$ cat src/hdl/lpsf_pkg.sv
// ----------------------------------------------------------------------------
// lpsf_pkg
// Types, codes and frame constants shared by the link primary station logic.
// ----------------------------------------------------------------------------
package lpsf_pkg;

   // Link states, one-hot
   typedef enum logic [7:0] {
      ST_UNRESET_IDLE   = 8'b0000_0001,
      ST_RESET_IDLE     = 8'b0000_0010,
      ST_RL_WAIT        = 8'b0000_0100,
      ST_RL_WAIT_DATA   = 8'b0000_1000,
      ST_UR_STATUS_WAIT = 8'b0001_0000,
      ST_R_STATUS_WAIT  = 8'b0010_0000,
      ST_TEST_WAIT      = 8'b0100_0000,
      ST_CFM_WAIT       = 8'b1000_0000
   } lpsf_state_type;

   // Link state codes as seen on the result word
   localparam logic [2:0] CODE_UNRESET_IDLE   = 3'd0;
   localparam logic [2:0] CODE_RESET_IDLE     = 3'd1;
   localparam logic [2:0] CODE_RL_WAIT        = 3'd2;
   localparam logic [2:0] CODE_RL_WAIT_DATA   = 3'd3;
   localparam logic [2:0] CODE_UR_STATUS_WAIT = 3'd4;
   localparam logic [2:0] CODE_R_STATUS_WAIT  = 3'd5;
   localparam logic [2:0] CODE_TEST_WAIT      = 3'd6;
   localparam logic [2:0] CODE_CFM_WAIT       = 3'd7;

   typedef enum logic [2:0] {
      OP_SEND_UNCONF = 3'd0,
      OP_SEND_CONF   = 3'd1,
      OP_SEND_TEST   = 3'd2,
      OP_TIMEOUT     = 3'd3,
      OP_FRAME_RX    = 3'd4
   } lpsf_op_type;

   typedef enum logic [1:0] {
      TMR_KEEP  = 2'd0,
      TMR_START = 2'd1,
      TMR_STOP  = 2'd2
   } lpsf_timer_type;

   localparam logic [3:0] FC_ACK         = 4'd0;
   localparam logic [3:0] FC_NACK        = 4'd1;
   localparam logic [3:0] FC_CFM_DATA    = 4'd3;
   localparam logic [3:0] FC_UNCONF_DATA = 4'd4;
   localparam logic [3:0] FC_LINK_STATUS = 4'd11;

   localparam logic [7:0] CTRL_RESET_LINK  = 8'hC0;
   localparam logic [7:0] CTRL_STATUS_REQ  = 8'hC9;
   localparam logic [7:0] CTRL_UNCONF_DATA = 8'hC4;
   localparam logic [7:0] CTRL_ACK         = 8'h80;
   localparam logic [7:0] CTRL_FCV_BASE    = 8'hD0;
   localparam logic [7:0] CTRL_FC_TEST     = 8'h02;
   localparam logic [7:0] CTRL_FC_CFM      = 8'h03;

   localparam logic [7:0] HDR_LENGTH        = 8'd5;
   localparam logic [7:0] MAX_USER_LENGTH   = 8'd250;
   localparam logic [3:0] RETRY_LIMIT_RESET = 4'd3;

   typedef struct packed {
      logic [2:0] operation;
      logic       rx_primary;
      logic [3:0] rx_function;
      logic       rx_dfc;
      logic [7:0] user_length;
   } lpsf_item_type;

   typedef struct packed {
      logic       accepted;
      logic       send_valid;
      logic [7:0] send_control;
      logic [7:0] send_length;
      logic       attach_userdata;
      logic       deliver_userdata;
      logic [1:0] timer_command;
      logic [2:0] link_state_out;
      logic       station_reset_out;
      logic       station_overflow_out;
   } lpsf_result_type;

   function automatic logic [2:0] state_code(input lpsf_state_type st);
      logic [2:0] code;
      unique case (st)
         ST_UNRESET_IDLE:   code = CODE_UNRESET_IDLE;
         ST_RESET_IDLE:     code = CODE_RESET_IDLE;
         ST_RL_WAIT:        code = CODE_RL_WAIT;
         ST_RL_WAIT_DATA:   code = CODE_RL_WAIT_DATA;
         ST_UR_STATUS_WAIT: code = CODE_UR_STATUS_WAIT;
         ST_R_STATUS_WAIT:  code = CODE_R_STATUS_WAIT;
         ST_TEST_WAIT:      code = CODE_TEST_WAIT;
         ST_CFM_WAIT:       code = CODE_CFM_WAIT;
         default:           code = CODE_UNRESET_IDLE;
      endcase
      return code;
   endfunction

   // Control byte with frame count valid set and the given FCB
   function automatic logic [7:0] fcv_control(input logic fcb, input logic [7:0] fc);
      return CTRL_FCV_BASE | {2'b00, fcb, 5'b0_0000} | fc;
   endfunction

endpackage

$ cat src/hdl/lpsf_if.sv
// ----------------------------------------------------------------------------
// lpsf_if
// Request, response and register write channels of the link primary station.
// ----------------------------------------------------------------------------
interface lpsf_req_if;
   logic       valid;
   logic       ready;
   logic [2:0] operation;
   logic       rx_primary;
   logic [3:0] rx_function;
   logic       rx_dfc;
   logic [7:0] user_length;

   modport source (output valid, operation, rx_primary, rx_function, rx_dfc,
                   user_length, input ready);
   modport sink   (input valid, operation, rx_primary, rx_function, rx_dfc,
                   user_length, output ready);
endinterface

interface lpsf_rsp_if;
   logic       valid;
   logic       ready;
   logic       accepted;
   logic       send_valid;
   logic [7:0] send_control;
   logic [7:0] send_length;
   logic       attach_userdata;
   logic       deliver_userdata;
   logic [1:0] timer_command;
   logic [2:0] link_state_out;
   logic       station_reset_out;
   logic       station_overflow_out;

   modport source (output valid, accepted, send_valid, send_control, send_length,
                   attach_userdata, deliver_userdata, timer_command,
                   link_state_out, station_reset_out, station_overflow_out,
                   input ready);
   modport sink   (input valid, accepted, send_valid, send_control, send_length,
                   attach_userdata, deliver_userdata, timer_command,
                   link_state_out, station_reset_out, station_overflow_out,
                   output ready);
endinterface

interface lpsf_csr_if;
   logic       valid;
   logic       ready;
   logic [3:0] data;

   modport source (output valid, data, input ready);
   modport sink   (input valid, data, output ready);
endinterface

$ cat src/hdl/link_primary_station_fsm.sv
// ----------------------------------------------------------------------------
// link_primary_station_fsm
// Primary-side data link state machine: one event word in, one result word out.
// ----------------------------------------------------------------------------
// Usage
//   req_bus : event words (send unconfirmed, send confirmed, send test,
//             response timeout, received header). Taken when valid && ready.
//   rsp_bus : one result word per event: frame control and length bytes,
//             user data attach/deliver flags, timer command and link status.
//   csr_bus : write of retry_limit (4 bits, reset 3). Always ready; write it
//             only while no event is in flight.
//   Path    : a word taken from req_bus sits in the input register, then loads
//             the result register.
//   Rate    : one word per cycle while rsp_bus.ready is high. The decision is a
//             single combinational pass over the input register and the link
//             state; state commits on the same edge that loads the result
//             register, so the next word already sees it.
//   Stall   : while rsp_bus.ready is low the result register holds; the input
//             register still takes one more word, then req_bus.ready drops.
//   Reset   : synchronous; link goes to unreset idle, counters and flags
//             clear, both pipeline registers empty, retry_limit back to 3.
// ----------------------------------------------------------------------------
module link_primary_station_fsm (
   input  logic              clock,
   input  logic              reset,
   lpsf_req_if.sink          req_bus,
   lpsf_rsp_if.source        rsp_bus,
   lpsf_csr_if.sink          csr_bus
);
   import lpsf_pkg::*;

   // Pipeline registers
   logic            in_valid_ff;
   lpsf_item_type   in_item_ff;
   logic            out_valid_ff;
   lpsf_result_type out_ff;
   lpsf_result_type out_in;

   // Link state
   lpsf_state_type  state_ff,   state_in;
   logic [3:0]      retry_ff,   retry_in;
   logic            fcb_ff,     fcb_in;
   logic            sreset_ff,  sreset_in;
   logic            sovf_ff,    sovf_in;
   logic [7:0]      plen_ff,    plen_in;
   logic [3:0]      limit_ff;

   logic            advance;
   logic            take;

   // Decision scratch
   logic [7:0]      ulen;
   logic            emit_valid;
   logic [7:0]      emit_ctrl;
   logic [7:0]      emit_dlen;
   logic            emit_attach;
   logic            accepted;
   logic            deliver;
   lpsf_timer_type  timer;

   // Move the input word on when the result register is free or being drained
   assign advance = in_valid_ff && (!out_valid_ff || rsp_bus.ready);
   assign req_bus.ready = !in_valid_ff || advance;
   assign take = req_bus.valid && req_bus.ready;
   assign csr_bus.ready = 1'b1;

   always_ff @(posedge clock) begin
      if (reset) begin
         in_valid_ff <= 1'b0;
      end else if (req_bus.ready) begin
         in_valid_ff <= req_bus.valid;
      end
   end

   always_ff @(posedge clock) begin
      if (take) begin
         in_item_ff.operation   <= req_bus.operation;
         in_item_ff.rx_primary  <= req_bus.rx_primary;
         in_item_ff.rx_function <= req_bus.rx_function;
         in_item_ff.rx_dfc      <= req_bus.rx_dfc;
         in_item_ff.user_length <= req_bus.user_length;
      end
   end

   // Event decision
   always_comb begin
      ulen = (in_item_ff.user_length > MAX_USER_LENGTH) ? MAX_USER_LENGTH
                                                          : in_item_ff.user_length;
      state_in    = state_ff;
      retry_in    = retry_ff;
      fcb_in      = fcb_ff;
      sreset_in   = sreset_ff;
      sovf_in     = sovf_ff;
      plen_in     = plen_ff;
      emit_valid  = 1'b0;
      emit_ctrl   = 8'h00;
      emit_dlen   = 8'h00;
      emit_attach = 1'b0;
      accepted    = 1'b0;
      deliver     = 1'b0;
      timer       = TMR_KEEP;

      unique case (lpsf_op_type'(in_item_ff.operation))
         OP_SEND_UNCONF: begin
            if (state_ff == ST_UNRESET_IDLE || state_ff == ST_RESET_IDLE) begin
               plen_in     = ulen;
               emit_valid  = 1'b1;
               emit_ctrl   = CTRL_UNCONF_DATA;
               emit_dlen   = ulen;
               emit_attach = 1'b1;
               accepted    = 1'b1;
            end
         end
         OP_SEND_CONF: begin
            if (state_ff == ST_RESET_IDLE) begin
               plen_in     = ulen;
               emit_valid  = 1'b1;
               emit_ctrl   = fcv_control(fcb_ff, CTRL_FC_CFM);
               emit_dlen   = ulen;
               emit_attach = 1'b1;
               retry_in    = 4'd0;
               timer       = TMR_START;
               state_in    = ST_CFM_WAIT;
               accepted    = 1'b1;
            end else if (state_ff == ST_UNRESET_IDLE) begin
               // Link not reset yet: send reset link first, data follows on ack
               plen_in     = ulen;
               emit_valid  = 1'b1;
               emit_ctrl   = CTRL_RESET_LINK;
               retry_in    = 4'd0;
               timer       = TMR_START;
               state_in    = ST_RL_WAIT_DATA;
               accepted    = 1'b1;
            end
         end
         OP_SEND_TEST: begin
            if (state_ff == ST_RESET_IDLE) begin
               emit_valid = 1'b1;
               emit_ctrl  = fcv_control(fcb_ff, CTRL_FC_TEST);
               retry_in   = 4'd0;
               timer      = TMR_START;
               state_in   = ST_TEST_WAIT;
               accepted   = 1'b1;
            end
         end
         OP_TIMEOUT: begin
            if (retry_ff >= limit_ff) begin
               state_in  = ST_UNRESET_IDLE;
               sreset_in = 1'b0;
               sovf_in   = 1'b0;
               retry_in  = 4'd0;
            end
            unique case (state_in)
               ST_RL_WAIT, ST_RL_WAIT_DATA: begin
                  emit_valid = 1'b1;
                  emit_ctrl  = CTRL_RESET_LINK;
               end
               ST_UR_STATUS_WAIT, ST_R_STATUS_WAIT: begin
                  emit_valid = 1'b1;
                  emit_ctrl  = CTRL_STATUS_REQ;
               end
               ST_TEST_WAIT: begin
                  emit_valid = 1'b1;
                  emit_ctrl  = fcv_control(fcb_ff, CTRL_FC_TEST);
               end
               ST_CFM_WAIT: begin
                  emit_valid  = 1'b1;
                  emit_ctrl   = fcv_control(fcb_ff, CTRL_FC_CFM);
                  emit_dlen   = plen_ff;
                  emit_attach = 1'b1;
               end
               default: begin
               end
            endcase
            if (emit_valid) begin
               retry_in = retry_in + 4'd1;
               timer    = TMR_START;
            end else begin
               timer = TMR_STOP;
            end
         end
         OP_FRAME_RX: begin
            if (in_item_ff.rx_primary) begin
               // Frame from a primary: ack all but unconfirmed data, pass user data up
               if (in_item_ff.rx_function == FC_CFM_DATA) begin
                  emit_valid = 1'b1;
                  emit_ctrl  = CTRL_ACK;
                  deliver    = 1'b1;
               end else if (in_item_ff.rx_function == FC_UNCONF_DATA) begin
                  deliver = 1'b1;
               end else begin
                  emit_valid = 1'b1;
                  emit_ctrl  = CTRL_ACK;
               end
            end else begin
               timer = TMR_STOP;
               unique case (state_ff)
                  ST_RL_WAIT: begin
                     if (in_item_ff.rx_function == FC_ACK) begin
                        fcb_in    = 1'b1;
                        sreset_in = 1'b1;
                        state_in  = ST_RESET_IDLE;
                     end else begin
                        sreset_in = 1'b0;
                        state_in  = ST_UNRESET_IDLE;
                     end
                  end
                  ST_RL_WAIT_DATA: begin
                     if (in_item_ff.rx_function == FC_ACK) begin
                        // Reset acked: send the held confirmed data with FCB set
                        fcb_in      = 1'b1;
                        sreset_in   = 1'b1;
                        emit_valid  = 1'b1;
                        emit_ctrl   = fcv_control(1'b1, CTRL_FC_CFM);
                        emit_dlen   = plen_ff;
                        emit_attach = 1'b1;
                        retry_in    = 4'd0;
                        timer       = TMR_START;
                        state_in    = ST_CFM_WAIT;
                     end else begin
                        sreset_in = 1'b0;
                        state_in  = ST_UNRESET_IDLE;
                     end
                  end
                  ST_UR_STATUS_WAIT, ST_R_STATUS_WAIT: begin
                     state_in = (state_ff == ST_UR_STATUS_WAIT) ? ST_UNRESET_IDLE
                                                                : ST_RESET_IDLE;
                     if (in_item_ff.rx_function == FC_LINK_STATUS) begin
                        sovf_in = in_item_ff.rx_dfc;
                     end
                  end
                  ST_TEST_WAIT: begin
                     if (in_item_ff.rx_function == FC_ACK) begin
                        fcb_in   = !fcb_ff;
                        state_in = ST_RESET_IDLE;
                     end else begin
                        sreset_in = 1'b0;
                        state_in  = ST_UNRESET_IDLE;
                     end
                  end
                  ST_CFM_WAIT: begin
                     if (in_item_ff.rx_function == FC_ACK) begin
                        fcb_in   = !fcb_ff;
                        state_in = ST_RESET_IDLE;
                     end else if (in_item_ff.rx_function == FC_NACK) begin
                        sreset_in = 1'b0;
                        if (in_item_ff.rx_dfc) begin
                           // Secondary overflowed: drop to unreset idle
                           sovf_in  = 1'b1;
                           state_in = ST_UNRESET_IDLE;
                        end else begin
                           retry_in   = 4'd0;
                           emit_valid = 1'b1;
                           emit_ctrl  = CTRL_RESET_LINK;
                           timer      = TMR_START;
                           state_in   = ST_RL_WAIT_DATA;
                        end
                     end else begin
                        sreset_in = 1'b0;
                        state_in  = ST_UNRESET_IDLE;
                     end
                  end
                  default: begin
                  end
               endcase
            end
         end
         default: begin
         end
      endcase

      out_in.accepted             = accepted;
      out_in.send_valid           = emit_valid;
      out_in.send_control         = emit_ctrl;
      out_in.send_length          = HDR_LENGTH + emit_dlen;
      out_in.attach_userdata      = emit_attach;
      out_in.deliver_userdata     = deliver;
      out_in.timer_command        = timer;
      out_in.link_state_out       = state_code(state_in);
      out_in.station_reset_out    = sreset_in;
      out_in.station_overflow_out = sovf_in;
   end

   // Commit link state together with the result
   always_ff @(posedge clock) begin
      if (reset) begin
         state_ff  <= ST_UNRESET_IDLE;
         retry_ff  <= 4'd0;
         fcb_ff    <= 1'b0;
         sreset_ff <= 1'b0;
         sovf_ff   <= 1'b0;
         plen_ff   <= 8'd0;
      end else if (advance) begin
         state_ff  <= state_in;
         retry_ff  <= retry_in;
         fcb_ff    <= fcb_in;
         sreset_ff <= sreset_in;
         sovf_ff   <= sovf_in;
         plen_ff   <= plen_in;
      end
   end

   always_ff @(posedge clock) begin
      if (reset) begin
         limit_ff <= RETRY_LIMIT_RESET;
      end else if (csr_bus.valid) begin
         limit_ff <= csr_bus.data;
      end
   end

   // Result register: load on advance, drop once taken
   always_ff @(posedge clock) begin
      if (reset) begin
         out_valid_ff <= 1'b0;
      end else if (advance) begin
         out_valid_ff <= 1'b1;
      end else if (rsp_bus.ready) begin
         out_valid_ff <= 1'b0;
      end
   end

   always_ff @(posedge clock) begin
      if (advance) begin
         out_ff <= out_in;
      end
   end

   assign rsp_bus.valid                = out_valid_ff;
   assign rsp_bus.accepted             = out_ff.accepted;
   assign rsp_bus.send_valid           = out_ff.send_valid;
   assign rsp_bus.send_control         = out_ff.send_control;
   assign rsp_bus.send_length          = out_ff.send_length;
   assign rsp_bus.attach_userdata      = out_ff.attach_userdata;
   assign rsp_bus.deliver_userdata     = out_ff.deliver_userdata;
   assign rsp_bus.timer_command        = out_ff.timer_command;
   assign rsp_bus.link_state_out       = out_ff.link_state_out;
   assign rsp_bus.station_reset_out    = out_ff.station_reset_out;
   assign rsp_bus.station_overflow_out = out_ff.station_overflow_out;

endmodule

$ cat src/flat_wrapper.sv
// flat-port wrapper written by rule: the top's interface ports become plain ports
module link_primary_station_fsm_flat import lpsf_pkg::*;
  (clock, reset, req_bus_valid, req_bus_operation, req_bus_rx_primary, req_bus_rx_function, req_bus_rx_dfc, req_bus_user_length, req_bus_ready, rsp_bus_valid, rsp_bus_accepted, rsp_bus_send_valid, rsp_bus_send_control, rsp_bus_send_length, rsp_bus_attach_userdata, rsp_bus_deliver_userdata, rsp_bus_timer_command, rsp_bus_link_state_out, rsp_bus_station_reset_out, rsp_bus_station_overflow_out, rsp_bus_ready, csr_bus_valid, csr_bus_data, csr_bus_ready);
  lpsf_req_if req_bus_i ();
  lpsf_rsp_if rsp_bus_i ();
  lpsf_csr_if csr_bus_i ();
  input  logic clock;
  input  logic reset;
  input wire logic [$bits(req_bus_i.valid)-1:0] req_bus_valid;
  input wire logic [$bits(req_bus_i.operation)-1:0] req_bus_operation;
  input wire logic [$bits(req_bus_i.rx_primary)-1:0] req_bus_rx_primary;
  input wire logic [$bits(req_bus_i.rx_function)-1:0] req_bus_rx_function;
  input wire logic [$bits(req_bus_i.rx_dfc)-1:0] req_bus_rx_dfc;
  input wire logic [$bits(req_bus_i.user_length)-1:0] req_bus_user_length;
  output wire logic [$bits(req_bus_i.ready)-1:0] req_bus_ready;
  output wire logic [$bits(rsp_bus_i.valid)-1:0] rsp_bus_valid;
  output wire logic [$bits(rsp_bus_i.accepted)-1:0] rsp_bus_accepted;
  output wire logic [$bits(rsp_bus_i.send_valid)-1:0] rsp_bus_send_valid;
  output wire logic [$bits(rsp_bus_i.send_control)-1:0] rsp_bus_send_control;
  output wire logic [$bits(rsp_bus_i.send_length)-1:0] rsp_bus_send_length;
  output wire logic [$bits(rsp_bus_i.attach_userdata)-1:0] rsp_bus_attach_userdata;
  output wire logic [$bits(rsp_bus_i.deliver_userdata)-1:0] rsp_bus_deliver_userdata;
  output wire logic [$bits(rsp_bus_i.timer_command)-1:0] rsp_bus_timer_command;
  output wire logic [$bits(rsp_bus_i.link_state_out)-1:0] rsp_bus_link_state_out;
  output wire logic [$bits(rsp_bus_i.station_reset_out)-1:0] rsp_bus_station_reset_out;
  output wire logic [$bits(rsp_bus_i.station_overflow_out)-1:0] rsp_bus_station_overflow_out;
  input wire logic [$bits(rsp_bus_i.ready)-1:0] rsp_bus_ready;
  input wire logic [$bits(csr_bus_i.valid)-1:0] csr_bus_valid;
  input wire logic [$bits(csr_bus_i.data)-1:0] csr_bus_data;
  output wire logic [$bits(csr_bus_i.ready)-1:0] csr_bus_ready;
  assign req_bus_i.valid = req_bus_valid;
  assign req_bus_i.operation = req_bus_operation;
  assign req_bus_i.rx_primary = req_bus_rx_primary;
  assign req_bus_i.rx_function = req_bus_rx_function;
  assign req_bus_i.rx_dfc = req_bus_rx_dfc;
  assign req_bus_i.user_length = req_bus_user_length;
  assign req_bus_ready = req_bus_i.ready;
  assign rsp_bus_valid = rsp_bus_i.valid;
  assign rsp_bus_accepted = rsp_bus_i.accepted;
  assign rsp_bus_send_valid = rsp_bus_i.send_valid;
  assign rsp_bus_send_control = rsp_bus_i.send_control;
  assign rsp_bus_send_length = rsp_bus_i.send_length;
  assign rsp_bus_attach_userdata = rsp_bus_i.attach_userdata;
  assign rsp_bus_deliver_userdata = rsp_bus_i.deliver_userdata;
  assign rsp_bus_timer_command = rsp_bus_i.timer_command;
  assign rsp_bus_link_state_out = rsp_bus_i.link_state_out;
  assign rsp_bus_station_reset_out = rsp_bus_i.station_reset_out;
  assign rsp_bus_station_overflow_out = rsp_bus_i.station_overflow_out;
  assign rsp_bus_i.ready = rsp_bus_ready;
  assign csr_bus_i.valid = csr_bus_valid;
  assign csr_bus_i.data = csr_bus_data;
  assign csr_bus_ready = csr_bus_i.ready;
  link_primary_station_fsm u_core (.clock(clock), .reset(reset), .req_bus(req_bus_i), .rsp_bus(rsp_bus_i), .csr_bus(csr_bus_i));
endmodule
$ cat config.mk
export PLATFORM = sky130hd
export DESIGN_NAME = link_primary_station_fsm_flat
export DESIGN_NICKNAME = d
export VERILOG_FILES = /design/src/hdl/lpsf_pkg.sv /design/src/hdl/lpsf_if.sv /design/src/hdl/link_primary_station_fsm.sv /design/src/flat_wrapper.sv
export SDC_FILE = /design/constraint.sdc
export NUM_CORES = 1
export LEC_CHECK = 0
export ABC_AREA = 1
export BUFFER_PORTS_ARGS = -buffer_cell sky130_fd_sc_hd__buf_4
export CAP_MARGIN = 25
export CORE_ASPECT_RATIO = 1.25
export CORE_MARGIN = 2
export CORE_UTILIZATION = 62
export DETAILED_ROUTE_END_ITERATION = 8
export PLACE_DENSITY = 0.89
export SYNTH_ARGS = -nofsm -noshare
export SYNTH_HDL_FRONTEND = slang
export SYNTH_SLANG_ARGS = --single-unit
export TNS_END_PERCENT = 20
$ cat constraint.sdc
create_clock -name clock -period 5.65 [get_ports clock]
set_input_delay 0.565 -clock clock [delete_from_list [all_inputs] [get_ports clock]]
set_output_delay 0.565 -clock clock [all_outputs]
set_load 0.01 [all_outputs]
==> results.md, run 1 <==
* Via total after detailed routing at 3,396
* Finished layout cell area at 0.00468 mm^2
* Number of cells on the worst reg-to-reg path at 13
* Setup TNS at 0 ns
* Post-synthesis net count at 521
* Category of the critical setup timing path: reg2reg
* Antenna fix cells at 0
* Global-route total usage across every layer at 27.2%
* Area of the core at about 0.0062 mm^2
* Arrival time reported for the critical path endpoint at 2.62 ns
* Maximum clock frequency at 0.400 GHz
* Starting utilization of the core area at between 60 and 70%
* Cell internal power dissipation at 0.848 mW
* Required time at the endpoint of the critical path at 5.77 ns
* Final Instance Count excl. Fillers at between 600 and 700
* Kind of path behind the tightest hold check: in2reg
* Post-cts gate resize count at 0
* Remaining global-route overflow at 0
* Hold-fix buffer count after cts at 0
* Final Core Density at 75.3%
* Total wire length at 8.65 mm
* Input/output buffers at 54
* Post-synth cell types at 39
* Total power of the final layout at about 1.2 mW
* Maximum count of clock buffers along a single path at 2
* Number of max-slew violations in the final report at 0
* Hold path cells at 1
* Final Worst Setup Slack at roughly 3.1 ns
* Synth warn at 0
* Slew HR at 58.1%
* Clock-pin slew reported for the worst setup and hold paths after clock tree synthesis at 0.09 ns
* Count of nets left with antenna violations after detail routing at 0
* Unrepaired setup endpoints after global routing: false
* Largest vdd supply drop at 0.224 mV
* Switching portion of total power at between 20% and 30%
* Count of clock tree sinks at 72
* Startpoint of the lowest-slack register-to-register path: u_core.limit_ff[3]
* Worst Max-Slew Pin Slew at 0.628 ns
* Die X at 75.7 um
* Final routed DRC violation total at 0
* Maximum number of pins on one net before global-route repair at 33
* Fraction of layout instances using a drive strength above 1 at between 20% and 30%
* Die ar. at 0.00709 mm^2
* Post-route fraction of the period consumed by the critical path at 44.3%
* Number of buffers created by CTS at 9
* Most common cell after layout, fill and taps aside: nand2_1
* Detailed-placement wirelength estimate at between 6 and 7 mm
* Setup clock skew after layout at 0.0102 ns
* Total power divided by cell area at 250 mW/mm^2
* Type of element launching the critical path: register
* R2r endpoint: u_core.rsp_bus.send_length[6]
* Final Hold Vio Count at 0
* Flop2flop setup slack at about 3.1 ns
* Register bit count reported by yosys at roughly 70
* Post-CTS setup buffer count at 0
* Reported leakage power at between 2 and 2.5 nW
* Maximum Capacitance Violations at 0
* Top-Level Pins at 56
* Post-placement cell area at 0.00447 mm^2
* Clock tree from TritonCTS: done
* Fraction of power consumed by the clock network at 35.7%
* First-pass GRT wire length at ~14 mm
* Number of global-route vias before repair at 3,276
* Htree depth at 3
* Worst Path Max Fanout at 6
* DR pass1 iterations at 5
* Minimum setup slack after placement at around 3.1 ns
* Worst-case hold slack at ~0.37 ns
* Clock root buffer master: clkbuf_8
* Combinational cell fraction of total power at 13.0%
* FP Rows at 32
* Number of setup violations in the final report at 0
* Min cycle time layout at 2.50 ns
* Post-synthesis sequential area ratio at 47.0%
* Net total in the final layout at roughly 580
* Worst skew pair latency at 0.37 ns
* Status: finished clean
* Gate count after technology mapping at just under 500
* Per-cell via count in the routed design at 5.31
* Gp weighted congestion at approximately 0.97
* Sequential share of power at 51.2%
* Highest-count cells in the layout ignoring fill and taps: nand2_1, inv_1, buf_4
* WL per Instance at 13.5 um
* # placed instances at 623
* Element type at the critical path end: register
* Avg Cell Area, Syn at 8.15 um^2
* Overall die height at 93.6 um
* Terminating pin of the worst hold path: u_core.in_item_ff[9]
* Antenna violations before repair at 0
* Cell area after synthesis at 0.00399 mm^2
* Area Overhead vs Synth at 17.3%
* Detailed router's first-iteration violation count at 273
* Net switching power figure at 0.323 mW
* Hold path startpoint: req_bus_rx_function[0]
## cells in the mapped netlist
| library cell | count | area, um^2 |
|---|---|---|
| nor2_4 | 5 | 56.3 |
| nand2_1 | 98 | 368 |
| nand2_2 | 20 | 125 |
| ha_1 | 6 | 75.1 |
| nor2_8 | 1 | 20.0 |
| nand4_1 | 7 | 43.8 |
| nand3_2 | 7 | 70.1 |
| a31o_2 | 1 | 8.76 |
| a21boi_0 | 1 | 7.51 |
| or2_2 | 3 | 18.8 |
| clkbuf_1 | 4 | 15.0 |
| nand3_1 | 36 | 180 |
| nand2_4 | 2 | 22.5 |
| o21ai_1 | 1 | 5.00 |
| inv_1 | 66 | 248 |
| nor2_1 | 44 | 165 |
| inv_4 | 1 | 6.26 |
| nor3_2 | 1 | 10.0 |
| dfxtp_1 | 29 | 581 |
| xnor2_1 | 2 | 17.5 |
| xor2_1 | 5 | 43.8 |
| o21ai_4 | 3 | 48.8 |
| nand4_2 | 1 | 12.5 |
| a21oi_2 | 2 | 17.5 |
| o21ai_2 | 1 | 8.76 |
| inv_2 | 16 | 60.1 |
| o21ai_0 | 29 | 145 |
| conb_1 | 1 | 3.75 |
| edfxtp_1 | 43 | 1290 |
| nor2_2 | 6 | 37.5 |
| nor4_1 | 1 | 6.26 |
| o311ai_0 | 1 | 8.76 |
| nand3b_1 | 2 | 15.0 |
| a21oi_1 | 31 | 155 |
| o211ai_1 | 3 | 22.5 |
| nor3_1 | 4 | 20.0 |
| buf_4 | 2 | 15.0 |
| nand3_4 | 1 | 17.5 |
| a31oi_1 | 2 | 12.5 |
## how the worst max path moves through the flow
stage | slack (ns) | start | depth (start not counted) | endpoint
global route | 3.03 | u_core.limit_ff[3] | 13 | u_core.rsp_bus.send_length[6]
global placement | 3.19 | rsp_bus_ready | 12 | u_core.retry_ff[3]
floorplan | 3.42 | rsp_bus_ready | 8 | u_core.plen_ff[2]
detailed placement | 3.15 | rsp_bus_ready | 12 | u_core.retry_ff[3]
CTS | 3.17 | u_core.limit_ff[3] | 13 | u_core.rsp_bus.send_length[6]
finish | 3.15 | u_core.limit_ff[3] | 13 | u_core.rsp_bus.send_length[6]
## power by group through the flow
stage	combinational [mW]	sequential, mW	clock, mW
2_1_floorplan	0.0968	0.612	0
3_3_place_gp	0.145	0.610	0
3_5_place_dp	0.151	0.611	0
4_1_cts	0.152	0.600	0.425
5_1_grt	0.171	0.602	0.446
6_report	0.153	0.600	0.418
## final cells by class
type,instances,area [um^2]
Tap cell,85,106
Clock buffer,9,124
Fill cell,474,1530
Inverter,83,314
Clock inverter,7,77.6
Timing Repair Buffer,55,413
Sequential cell,72,1870
Multi-Input combinational cell,328,1770
## worst max-delay path, stage by stage (launching register included)
cell and delay, ns:
dfxtp_1 0.32, inv_1 0.06, ha_1 0.33, a21oi_1 0.19, nand3_2 0.21, o21ai_4 0.33, nand2_2 0.08, nand2_2 0.10
ha_1 0.19, inv_1 0.05, nand2_1 0.08, nand4_1 0.10, xor2_1 0.16, inv_1 0.05
## registers in the layout (all words and copies together) (netlist names), 2 cells and up
register and count:
u_core.plen_ff 8, u_core.rsp_bus.link_state_out 3, u_core.in_item_ff 17, u_core.retry_ff 4, u_core.state_ff 8, u_core.limit_ff 4, u_core.rsp_bus.send_length 8, u_core.rsp_bus.timer_command 2
u_core.rsp_bus.send_control 7
## logic make-up after synthesis
| kind of cell | count (synthesis) | share of synthesized area [%] |
|---|---|---|
| compound gates | 75 | 11.1 |
| xor+xnor | 7 | 1.54 |
| fa+ha+maj | 6 | 1.88 |
| buf+inv | 89 | 8.63 |
| flops | 72 | 47.0 |
| other cells | 1 | 0.0941 |
| simple gates | 239 | 29.8 |
## layer usage
metal  vias up  global-route usage [%]  wire, um
met3        25                    4.20       427
met2       122                    44.3      4340
met5         -                       0         0
met1      1535                    33.3      3600
li1       1714                       -         -
met4         0                    15.9       280
Note: power is estimated with default switching activity, not from simulation.
==> inputs of run 2 (changes only) <==
Settings changed: CORE_UTILIZATION 62 to 52, PLACE_DENSITY 0.89 to 0.8.
Clock period 5.65 ns to 2.3 ns, I/O delays scaled along.
==> run 2 against run 1 <==
Against the previous run: critical path depth is 3 higher; cell area is 4.2% higher; global-route usage is 5.0 points lower; power grew to 2.5 times the previous value; setup slack worse by 3.0 ns; register-to-register slack worse by 3.0 ns; flip-flop and latch count stayed put; critical endpoint is now u_core.rsp_bus.link_state_out[1]; sequential share of layout area is 1.5 points lower; critical path type unchanged; non-clock buffer count is 12 higher; clock-buffer cell count is 3 higher.
==> results.md, run 2 (synthesis results as in run 1) <==
* Status: finished clean
* Unrepaired setup endpoints after global routing: true
* Category of the critical setup timing path: reg2reg
* Clock-pin slew reported for the worst setup and hold paths after clock tree synthesis at approximately 0.080 ns
* Fraction of layout instances using a drive strength above 1 at 29.7%
* Minimum setup slack after placement at around 0.027 ns
* Input/output buffers at between 50 and 60
* Gp weighted congestion at approximately 1.0
* Number of cells on the worst reg-to-reg path at 16
* WL per Instance at 13.2 um
* Area Overhead vs Synth at 22.3%
* Hold path cells at 1
* Required time at the endpoint of the critical path at 2.40 ns
* Setup clock skew after layout at 0.0115 ns
* Worst Max-Slew Pin Slew at 0.622 ns
* Remaining global-route overflow at 0
* Die X at 82.3 um
* Detailed-placement wirelength estimate at 6.66 mm
* Number of global-route vias before repair at 3,220
* Final routed DRC violation total at 0
* Worst-case hold slack at 0.0600 ns
* Maximum count of clock buffers along a single path at 2
* Finished layout cell area at 0.00487 mm^2
* Combinational cell fraction of total power at between 10 and 15%
* Htree depth at 3
* FP Rows at 35
* Total power divided by cell area at 603 mW/mm^2
* Net switching power figure at 0.753 mW
* Per-cell via count in the routed design at 5.31
* Area of the core at 0.00740 mm^2
* Maximum number of pins on one net before global-route repair at 26
* Maximum Capacitance Violations at 0
* Total wire length at between 8 and 9 mm
* Worst skew pair latency at 0.35 ns
* Die ar. at 0.00838 mm^2
* Arrival time reported for the critical path endpoint at approximately 2.3 ns
* Largest vdd supply drop at approximately 0.60 mV
* Final Instance Count excl. Fillers at about 660
* Hold-fix buffer count after cts at 0
* Global-route total usage across every layer at 22.2%
* Setup TNS at 0 ns
* Count of nets left with antenna violations after detail routing at 0
* Number of buffers created by CTS at 9
* Clock root buffer master: clkbuf_8
* Count of clock tree sinks at 72
* Maximum clock frequency at ~0.46 GHz
* Fraction of power consumed by the clock network at 36.2%
* Antenna violations before repair at 0
* Most common cell after layout, fill and taps aside: nand2_1
* Top-Level Pins at 56
* Largest register FFs at 17
* Final Core Density at 65.8%
* Total power of the final layout at 2.94 mW
* # placed instances at 640
* Antenna fix cells at 0
* Overall die height at 102 um
* First-pass GRT wire length at 14.2 mm
* Element type at the critical path end: register
* Worst Path Max Fanout at 7
* Number of max-slew violations in the final report at 0
* Number of fill cells at 614
* Kind of path behind the tightest hold check: in2reg
* Reported leakage power at around 2.3 nW
* Clock tree from TritonCTS: done
* Final Hold Vio Count at 0
* Post-placement cell area at 0.00456 mm^2
* Type of element launching the critical path: register
* Slew HR at 58.5%
* Net total in the final layout at 593
* Sequential share of power at 50.2%
* DR pass1 iterations at 5
* Register with the most flip-flops: u_core.in_item_ff
* Min cycle time layout at 2.18 ns
* Detailed router's first-iteration violation count at approximately 230
* Final Worst Setup Slack at 0.119 ns
* Highest-count cells in the layout ignoring fill and taps: nand2_1, inv_1, buf_4
* Cell internal power dissipation at 2.18 mW
* Via total after detailed routing at 3,494
* Switching portion of total power at approximately a quarter
* Post-route fraction of the period consumed by the critical path at 94.8%
* Starting utilization of the core area at 53.8%
* Number of setup violations in the final report at 0
run 2: changes by cell type in the layout (fill, tap and decap cells not counted), sizes merged:
cell,delta
clkbuf,+3
inv,-3
buf,+12
run 2: worst max-delay path, stage by stage (launching register included):
cell and delay (ns):
dfxtp_1 0.31, inv_1 0.05, ha_1 0.30, nand2_1 0.09
inv_1 0.06, nand2_2 0.08, nand3_4 0.10, buf_6 0.15
nor2_4 0.18, nand2_1 0.08, nand2_1 0.06, nor2_1 0.05
nand2_2 0.11, nand3b_1 0.13, nand2_2 0.07, nand2_1 0.08
nand3_1 0.06
run 2: area by class of cell:
cell class	count	area (um^2)	area share (%)
clock buffer	12	166	3.41
clock inverter	4	51.3	1.05
inverter	83	314	6.44
multi-input combinational	328	1840	37.8
sequential	72	1880	38.6
tap	92	115	2.36
timing repair buffer	67	507	10.4
run 2: final timing paths:
check	endpoint	slack, ns	start
hold / removal	u_core.in_item_ff[14]	0.06	req_bus_operation[0]
hold reg to reg	u_core.plen_ff[3]	0.45	u_core.plen_ff[3]
setup reg to reg	u_core.rsp_bus.link_state_out[1]	0.12	u_core.limit_ff[2]
setup / recovery	u_core.rsp_bus.link_state_out[1]	0.12	u_core.limit_ff[2]
run 2: per-layer routing:
metal	vias to the layer above	global-route usage (%)	share of wire, %
met5	-	0	0
met4	0	10.8	3.3
met3	26	4.06	5.8
met2	122	37.1	49
met1	1606	27.4	42
li1	1740	-	-
run 2: what timing repair did:
action	CTS	global route
pin swaps	1	3
buffers inserted	1	1
gates resized for setup	1	20
setup endpoints to repair	2	7
run 2: power groups by stage:
stage / Combinational, mW / Clock [mW] / Sequential, mW
final: 0.398 / 1.06 / 1.48
after floorplan: 0.238 / 0 / 1.50
after detailed placement: 0.381 / 0 / 1.50
after CTS: 0.384 / 1.08 / 1.47
after global routing: 0.442 / 1.14 / 1.48
after global placement: 0.371 / 0 / 1.50
